<file path="src/rtl/core/dlr_pkg.sv">
`timescale 1ns / 1ps

package dlr_pkg;

    // Default coordinate width; the top level hands it down as COORD_BITS.
    localparam int DLR_COORD_BITS = 10;

    // Request codes carried on req_type.
    localparam logic REQ_START = 1'b0;
    localparam logic REQ_STEP  = 1'b1;

    // Status codes driven on status.
    localparam logic STAT_POINT = 1'b0;
    localparam logic STAT_IDLE  = 1'b1;

    // Source of the point loaded into the output register.
    typedef enum logic [1:0] {
        SRC_ORIGIN,
        SRC_IDLE,
        SRC_CALC
    } out_src_t;

    // Controller to datapath commands.
    typedef struct packed {
        logic     load_start;
        logic     load_step;
        logic     mul_en;
        logic     div_init;
        logic     div_step;
        logic     fix_en;
        logic     out_load;
        out_src_t out_src;
    } dlr_cmd_t;

    // Datapath to controller status.
    typedef struct packed {
        logic line_active;
        logic div_last;
    } dlr_stat_t;

endpackage

</file>
<file path="src/rtl/core/direct_line_rasterizer.sv">
// Direct line rasterizer, exact slope-intercept form with round half up.
// Start transaction: the origin goes via S_EMIT to the output register; a new transaction
// is taken only after that load. A step runs S_MUL, S_INIT, S_DIV (one-bit-per-cycle
// restoring divider), S_FIX, S_EMIT; a step with no active line emits the idle status.
// Reset (rst_n low, asynchronous) drops any active line and empties the output register.
`timescale 1ns / 1ps

module direct_line_rasterizer
#(
    parameter int COORD_BITS = dlr_pkg::DLR_COORD_BITS
)
(
    input  logic                         clk,
    input  logic                         rst_n,
    // input channel
    input  logic                         in_valid,
    output logic                         in_ready,
    input  logic                         req_type,
    input  logic signed [COORD_BITS-1:0] start_x,
    input  logic signed [COORD_BITS-1:0] start_y,
    input  logic signed [COORD_BITS-1:0] end_x,
    input  logic signed [COORD_BITS-1:0] end_y,
    // output channel
    output logic                         out_valid,
    input  logic                         out_ready,
    output logic signed [COORD_BITS-1:0] point_x,
    output logic signed [COORD_BITS-1:0] point_y,
    output logic                         last_point,
    output logic                         status
);
    import dlr_pkg::*;

    // The controller sequences each transaction:
    //   start -> load endpoints, order them so the major axis increases, emit origin
    //   step  -> advance the index, multiply 2*d_minor*k, divide by 2*d_major
    //            one quotient bit a cycle, apply floor correction, emit point
    //   step with no line -> emit the idle status
    // The output register holds a finished point while the next transaction
    // is already being taken and worked on.
    dlr_cmd_t  cmd;
    dlr_stat_t stat;

    dlr_ctrl u_ctrl
    (
        .clk       (clk),
        .rst_n     (rst_n),
        .in_valid  (in_valid),
        .in_ready  (in_ready),
        .req_type  (req_type),
        .out_valid (out_valid),
        .out_ready (out_ready),
        .stat      (stat),
        .cmd       (cmd)
    );

    // The datapath keeps the line state (origin, deltas, major axis, step
    // index and total), the multiplier stage, the divider and the output register.
    dlr_dp
    #(
        .COORD_BITS (COORD_BITS)
    )
    u_dp
    (
        .clk        (clk),
        .rst_n      (rst_n),
        .cmd        (cmd),
        .stat       (stat),
        .start_x    (start_x),
        .start_y    (start_y),
        .end_x      (end_x),
        .end_y      (end_y),
        .point_x    (point_x),
        .point_y    (point_y),
        .last_point (last_point),
        .status     (status)
    );

endmodule

</file>
<file path="src/rtl/core/dlr_ctrl.sv">
`timescale 1ns / 1ps

module dlr_ctrl
(
    input  logic              clk,
    input  logic              rst_n,
    input  logic              in_valid,
    output logic              in_ready,
    input  logic              req_type,
    output logic              out_valid,
    input  logic              out_ready,
    input  dlr_pkg::dlr_stat_t stat,
    output dlr_pkg::dlr_cmd_t  cmd
);
    import dlr_pkg::*;

    typedef enum logic [2:0] {
        S_IDLE,
        S_MUL,
        S_INIT,
        S_DIV,
        S_FIX,
        S_EMIT
    } state_t;

    state_t   state_reg, state_next;
    out_src_t src_reg, src_next;
    logic     out_valid_reg, out_valid_next;
    logic     accept;

    assign in_ready  = (state_reg == S_IDLE);
    assign out_valid = out_valid_reg;
    assign accept    = in_valid && in_ready;

    always_comb
    begin
        state_next     = state_reg;
        src_next       = src_reg;
        out_valid_next = out_valid_reg && !out_ready;
        cmd            = '0;
        cmd.out_src    = src_reg;
        unique case (state_reg)
            S_IDLE:
            begin
                if (accept)
                begin
                    if (req_type == REQ_START)
                    begin
                        cmd.load_start = 1'b1;
                        src_next       = SRC_ORIGIN;
                        state_next     = S_EMIT;
                    end
                    else if (stat.line_active)
                    begin
                        cmd.load_step = 1'b1;
                        state_next    = S_MUL;
                    end
                    else
                    begin
                        src_next   = SRC_IDLE;
                        state_next = S_EMIT;
                    end
                end
            end
            S_MUL:
            begin
                cmd.mul_en = 1'b1;
                state_next = S_INIT;
            end
            S_INIT:
            begin
                cmd.div_init = 1'b1;
                state_next   = S_DIV;
            end
            S_DIV:
            begin
                cmd.div_step = 1'b1;
                if (stat.div_last)
                begin
                    state_next = S_FIX;
                end
            end
            S_FIX:
            begin
                cmd.fix_en = 1'b1;
                src_next   = SRC_CALC;
                state_next = S_EMIT;
            end
            S_EMIT:
            begin
                // hold the result until the output register is free
                if (!out_valid_reg || out_ready)
                begin
                    cmd.out_load   = 1'b1;
                    out_valid_next = 1'b1;
                    state_next     = S_IDLE;
                end
            end
            default:
            begin
                state_next = S_IDLE;
            end
        endcase
    end

    always_ff @(posedge clk or negedge rst_n)
    begin
        if (!rst_n)
        begin
            state_reg     <= S_IDLE;
            src_reg       <= SRC_IDLE;
            out_valid_reg <= 1'b0;
        end
        else
        begin
            state_reg     <= state_next;
            src_reg       <= src_next;
            out_valid_reg <= out_valid_next;
        end
    end

endmodule

</file>
<file path="src/rtl/core/dlr_dp.sv">
`timescale 1ns / 1ps

module dlr_dp
#(
    parameter int COORD_BITS = dlr_pkg::DLR_COORD_BITS
)
(
    input  logic                         clk,
    input  logic                         rst_n,
    input  dlr_pkg::dlr_cmd_t            cmd,
    output dlr_pkg::dlr_stat_t           stat,
    input  logic signed [COORD_BITS-1:0] start_x,
    input  logic signed [COORD_BITS-1:0] start_y,
    input  logic signed [COORD_BITS-1:0] end_x,
    input  logic signed [COORD_BITS-1:0] end_y,
    output logic signed [COORD_BITS-1:0] point_x,
    output logic signed [COORD_BITS-1:0] point_y,
    output logic                         last_point,
    output logic                         status
);
    import dlr_pkg::*;

    localparam int N  = COORD_BITS;
    localparam int DW = N + 1;          // delta and step width
    localparam int PW = 2 * N + 3;      // product width
    localparam int NW = 2 * N + 4;      // numerator width
    localparam int QB = N + 1;          // quotient bits
    localparam int RW = N + 2;          // remainder and divisor width
    localparam int CW = $clog2(QB);

    // line state
    logic             active_reg;
    logic [N-1:0]     org_x_reg, org_y_reg;
    logic [DW-1:0]    dlt_x_reg, dlt_y_reg;
    logic             major_x_reg;
    logic [DW-1:0]    step_idx_reg, step_tot_reg;
    logic             last_reg;

    // arithmetic
    logic [PW-1:0]    prod_reg;
    logic             neg_reg;
    logic [RW-1:0]    rem_reg;
    logic [QB-1:0]    qsh_reg;
    logic [CW-1:0]    cnt_reg;
    logic [N-1:0]     minor_reg;

    // output register
    logic [N-1:0]     px_reg, py_reg;
    logic             last_out_reg, stat_reg;

    // start decode
    logic signed [DW-1:0] dx_s, dy_s, dxn_s, dyn_s;
    logic [DW-1:0]        adx, ady, stot_s;
    logic                 major_s, swap_s;
    logic [DW-1:0]        step_inc;

    always_comb
    begin
        dx_s    = $signed({end_x[N-1], end_x}) - $signed({start_x[N-1], start_x});
        dy_s    = $signed({end_y[N-1], end_y}) - $signed({start_y[N-1], start_y});
        adx     = dx_s[DW-1] ? DW'(-dx_s) : DW'(dx_s);
        ady     = dy_s[DW-1] ? DW'(-dy_s) : DW'(dy_s);
        major_s = ady < adx;
        swap_s  = major_s ? dx_s[DW-1] : dy_s[DW-1];
        dxn_s   = swap_s ? -dx_s : dx_s;
        dyn_s   = swap_s ? -dy_s : dy_s;
        stot_s  = major_s ? DW'(dxn_s) : DW'(dyn_s);
    end

    assign step_inc = step_idx_reg + DW'(1);

    // minor and major axis selection
    logic signed [DW-1:0] dmin;
    logic [DW-1:0]        dmaj;
    logic [N-1:0]         org_min, org_maj;
    logic signed [PW-1:0] prod_s;

    assign dmin    = major_x_reg ? $signed(dlt_y_reg) : $signed(dlt_x_reg);
    assign dmaj    = major_x_reg ? dlt_x_reg : dlt_y_reg;
    assign org_min = major_x_reg ? org_y_reg : org_x_reg;
    assign org_maj = major_x_reg ? org_x_reg : org_y_reg;
    assign prod_s  = dmin * $signed({1'b0, step_idx_reg});

    // numerator 2*dmin*k + dmaj, split into sign and magnitude
    logic [NW-1:0] num, num_mag;
    assign num     = ({{(NW-PW){prod_reg[PW-1]}}, prod_reg} << 1)
                   + {{(NW-DW){1'b0}}, dmaj};
    assign num_mag = num[NW-1] ? (~num + NW'(1)) : num;

    // restoring division step by divisor 2*dmaj
    logic [RW-1:0] dvs, trial;
    logic          qbit;
    assign dvs   = {dmaj, 1'b0};
    assign trial = {rem_reg[RW-2:0], qsh_reg[QB-1]};
    assign qbit  = trial >= dvs;

    // floor correction for negative numerators
    logic [RW-1:0] qmag, qsig, minor_sum;
    assign qmag      = {1'b0, qsh_reg} + RW'((neg_reg && (rem_reg != '0)) ? 1 : 0);
    assign qsig      = neg_reg ? (~qmag + RW'(1)) : qmag;
    assign minor_sum = {{(RW-N){org_min[N-1]}}, org_min} + qsig;

    logic [N-1:0] major_pt;
    assign major_pt = org_maj + step_idx_reg[N-1:0];

    always_ff @(posedge clk or negedge rst_n)
    begin
        if (!rst_n)
        begin
            active_reg   <= 1'b0;
            org_x_reg    <= '0;
            org_y_reg    <= '0;
            dlt_x_reg    <= '0;
            dlt_y_reg    <= '0;
            major_x_reg  <= 1'b0;
            step_idx_reg <= '0;
            step_tot_reg <= '0;
            last_reg     <= 1'b0;
        end
        else if (cmd.load_start)
        begin
            active_reg   <= (stot_s != '0);
            org_x_reg    <= swap_s ? end_x : start_x;
            org_y_reg    <= swap_s ? end_y : start_y;
            dlt_x_reg    <= DW'(dxn_s);
            dlt_y_reg    <= DW'(dyn_s);
            major_x_reg  <= major_s;
            step_idx_reg <= '0;
            step_tot_reg <= stot_s;
            last_reg     <= (stot_s == '0);
        end
        else if (cmd.load_step)
        begin
            step_idx_reg <= step_inc;
            last_reg     <= (step_inc >= step_tot_reg);
            // drop the line once its final point is on its way
            active_reg   <= !(step_inc >= step_tot_reg);
        end
    end

    always_ff @(posedge clk)
    begin
        if (cmd.mul_en)
        begin
            prod_reg <= PW'(prod_s);
        end
        if (cmd.div_init)
        begin
            neg_reg <= num[NW-1];
            rem_reg <= num_mag[QB+RW-1:QB];
            qsh_reg <= num_mag[QB-1:0];
            cnt_reg <= '0;
        end
        else if (cmd.div_step)
        begin
            rem_reg <= qbit ? (trial - dvs) : trial;
            qsh_reg <= {qsh_reg[QB-2:0], qbit};
            cnt_reg <= cnt_reg + CW'(1);
        end
        if (cmd.fix_en)
        begin
            minor_reg <= minor_sum[N-1:0];
        end
        if (cmd.out_load)
        begin
            case (cmd.out_src)
                SRC_ORIGIN:
                begin
                    px_reg       <= org_x_reg;
                    py_reg       <= org_y_reg;
                    last_out_reg <= last_reg;
                    stat_reg     <= STAT_POINT;
                end
                SRC_CALC:
                begin
                    px_reg       <= major_x_reg ? major_pt : minor_reg;
                    py_reg       <= major_x_reg ? minor_reg : major_pt;
                    last_out_reg <= last_reg;
                    stat_reg     <= STAT_POINT;
                end
                default:
                begin
                    px_reg       <= '0;
                    py_reg       <= '0;
                    last_out_reg <= 1'b0;
                    stat_reg     <= STAT_IDLE;
                end
            endcase
        end
    end

    assign stat.line_active = active_reg;
    assign stat.div_last    = (cnt_reg == CW'(QB - 1));

    assign point_x    = px_reg;
    assign point_y    = py_reg;
    assign last_point = last_out_reg;
    assign status     = stat_reg;

endmodule
</file>
<file path="config.mk">
export PLATFORM = sky130hd
export DESIGN_NAME = direct_line_rasterizer
export DESIGN_NICKNAME = d
export VERILOG_FILES = /design/src/rtl/core/dlr_pkg.sv /design/src/rtl/core/direct_line_rasterizer.sv /design/src/rtl/core/dlr_ctrl.sv /design/src/rtl/core/dlr_dp.sv
export SDC_FILE = /design/constraint.sdc
export NUM_CORES = 1
export LEC_CHECK = 0
export BUFFER_PORTS_ARGS = -buffer_cell sky130_fd_sc_hd__buf_2
export CORE_MARGIN = 2
export CORE_UTILIZATION = 35
export DETAILED_ROUTE_END_ITERATION = 16
export PLACE_DENSITY = 0.49
export SETUP_SLACK_MARGIN = 0.5
export SLEW_MARGIN = 5
export SYNTH_ARGS = -nofsm -noshare
export SYNTH_HDL_FRONTEND = slang
export SYNTH_SLANG_ARGS = --single-unit
</file>
<file path="constraint.sdc">
create_clock -name clk -period 18.5 [get_ports clk]
set_input_delay 3.7 -clock clk [delete_from_list [all_inputs] [get_ports clk]]
set_output_delay 3.7 -clock clk [all_outputs]
set_load 0.01 [all_outputs]
</file>
==> flow_summary.ini <==
[power]
ir_drop_mv = 0.0719
p_leak_uw = 0.00821
powerDensity_mw_per_mm2 = 138

[finish]
n_fill_cell = 4783
multi_input_area_mm2 = 0.0113
drive_gt1_share_pct = 9.75
final_nets = 2189
final_cell_mix = inv_1 (197), nand2_1 (179), ha_1 (162)
fin_area_mm2 = 0.0181
largest_register_ffs = 23
area_growth_syn_to_layout_pct = 8.97
fin_cells = 2516
final_common_cell = inv_1
seqCellArea_mm2 = 0.00428
final_util_pct = 38.7

[yosys]
syn_inst = 1874
synth_mux_area_share_pct = 5.46
ys_seq_elements = 156
syn-num-nets = 2168
postSynthAreaPerCell_um2 = 8.87
synth_edf_count = 79
synth_compound_area_share_pct = 14.5
synth_top_family_by_area = adder cells
synth_cell_types = 88
seq_area_frac_synth_pct = 25.8
syn_area_mm2 = 0.0166
synth-xor-area-share_pct = 7.84
yosysWarnings = 0
synth_fa_ha_area_share_pct = 22.7
synth-async-reset-ratio_pct = 46.8
synth_top_flop_cell = edfxtp_1
synth-simple-area-share_pct = 17.2

[die]
dieArea_mm2 = 0.0492
dieHeight_um = 222
core_area_mm2 = 0.0468
fp.dieW_um = 222
initial_core_util_pct = 35.5
fp-row-count = 79
ios = 69

[timing]
max_freq_ghz = 0.110
rsz0062_at_grt = no
fin_tns_setup_ns = 0
skew_ns = 0.0105
period_share_pct = 49.3
slew_violations = 0
setup_viol = 0
slew_headroom_pct = 17.4
worstMarginPinSlew_ns = 1.24
final.min_clock_period_ns = 9.12
final-hold-violation-count = 0
holdWs_ns = 0.486

[placed_design]
dp_hpwl_um = 35500
placed_area_mm2 = 0.0175
gp_congestion = 0.903
numPortBuffers = 68
dp.cells = 2483

[cts]
path_clk_slew_ns = 0.07
numCtsBuffers = 17
postCtsSetupBuffers = 0
numClockSinks = 156
cts-root-buf = clkbuf_16
cts_max_path_buffers = 2
clock_latency_ns = 0.46
hold_buffers = 0
cts-resized-gates = 0
cts_max_level = 4
cts_tree = built

[setup_path]
crit_type = input pin to register
crit_fanout = 14
cp-end-kind = register
crit_required_ns = 18.81
arrival_ns = 9.43
start_kind = input pin

[route]
drc = 2
drt_iter0_drc = 985
vias = 13100
drt-total-wl_um = 44600
postRouteAntennaNets = 0
wl_per_cell_um = 17.7
avgViaCountPerCell = 5.21
first_pass_iters = 11

[global_route]
gr-total-overflow = 0
grt.total_usage_pct = 18.4
grt_pass1_wl_um = 71200
grt_pass1_vias = 12800
grt_antenna_before_repair = 0
grt_max_degree = 84

[run_status]
violations = design-rule violations
status = finished with violations

[worst_hold_path]
hp-class = register to register

[run]
maxCapViolations = 0
-- cells in the mapped netlist (all sizes together), types with 10 or more instances --
| library cell | count | share of area [%] |
|---|---|---|
| xnor2 | 92 | 4.9 |
| and2 | 25 | 0.94 |
| mux2 | 29 | 2.0 |
| or2 | 10 | 0.38 |
| o31ai | 10 | 0.53 |
| o211ai | 11 | 0.50 |
| o21ai | 115 | 3.5 |
| a21oi | 84 | 2.6 |
| buf | 17 | 0.56 |
| edfxtp | 79 | 14 |
| nand2 | 180 | 4.1 |
| or3 | 17 | 0.64 |
| nor2b | 74 | 2.8 |
| clkbuf | 65 | 1.5 |
| nand3 | 36 | 1.1 |
| a211oi | 31 | 1.5 |
| nor2 | 132 | 3.0 |
| mux2i | 58 | 3.5 |
| dfrtp | 72 | 11 |
| ha | 162 | 12 |
| o21bai | 11 | 0.50 |
| nand2b | 19 | 0.72 |
| a31oi | 19 | 0.75 |
| and3 | 14 | 0.53 |
| a21o | 20 | 0.90 |
| fa | 87 | 10 |
| xor2 | 55 | 2.9 |
| o21a | 19 | 0.86 |
| nor3 | 33 | 1.1 |
| inv | 200 | 4.5 |
-- through the flow --
step | worst slack (ns) | total power, µW
final | 9.38 | 2490
after global routing | 8.73 | 2710
after CTS | 9.50 | 2500
after detailed placement | 9.03 | 2130
after global placement | 9.22 | 2110
after floorplan | 10.12 | 1740
-- routing by layer --
metal	GRT usage [%]	up-vias	wire, µm
li1	-	6475	-
met4	4.97	0	692
met5	0	-	0
met3	3.11	25	1790
met1	25.5	6409	21400
met2	29.4	209	20700
-- logic make-up after synthesis --
| kind of cell | after synthesis |
|---|---|
| and+or+nand+nor | 579 |
| AOI/OAI and AO/OA | 373 |
| buffers and inverters | 283 |
| adders and majority gates | 249 |
| DFF | 156 |
| xor gates and xnor gates | 147 |
| muxes | 87 |
-- cell type report --
| class | count | area share [%] |
|---|---|---|
| antenna | 1 | 0.0138 |
| clock buffer | 19 | 2.51 |
| clock inverter | 13 | 0.712 |
| inverter | 201 | 4.19 |
| multi-input combinational | 1435 | 62.2 |
| sequential | 156 | 23.6 |
| tap | 607 | 4.19 |
| timing repair buffer | 84 | 2.56 |
-- worst max-delay path: stages --
cell       delay (ns)
buf_2            0.11
inv_1            0.05
ha_1             0.20
inv_1            0.07
fa_1             0.49
inv_1            0.12
ha_1             0.30
nand4b_1         0.12
or4_1            0.42
o211ai_1         0.17
nand2_1          0.15
nor4_1           0.48
nor2_1           0.10
xor2_1           0.17
ha_1             0.22
a2111oi_0        0.59
o21ai_0          0.18
a31oi_1          0.35
or2_2            0.35
nand2_1          0.11
or3b_1           0.36
a211oi_1         0.22
a41oi_1          0.17
nand4bb_1        0.24
-- final timing paths --
check / slack [ns] / start / endpoint / cells after the start
setup / recovery: 9.38 / end_y[0] / u_dp.active_reg / 24
hold / removal: 0.49 / u_dp.cnt_reg[1] / u_dp.cnt_reg[1] / 2
hold reg to reg: 0.49 / u_dp.cnt_reg[1] / u_dp.cnt_reg[1] / 2
min in group asynchronous: 3.16 / rst_n / u_ctrl.out_valid / 1
max in group asynchronous: 14.26 / rst_n / u_dp.major_x_reg / 2
setup reg to reg: 11.18 / u_dp.major_x_reg / u_dp.prod_reg[21] / 21
-- power by group --
group / internal (µW) / total, µW / switching (µW)
clock network: 196 / 358 / 162
registers: 518 / 649 / 132
logic: 601 / 1480 / 882
total: 1320 / 2490 / 1180
Note: power is estimated with default switching activity, not from simulation.
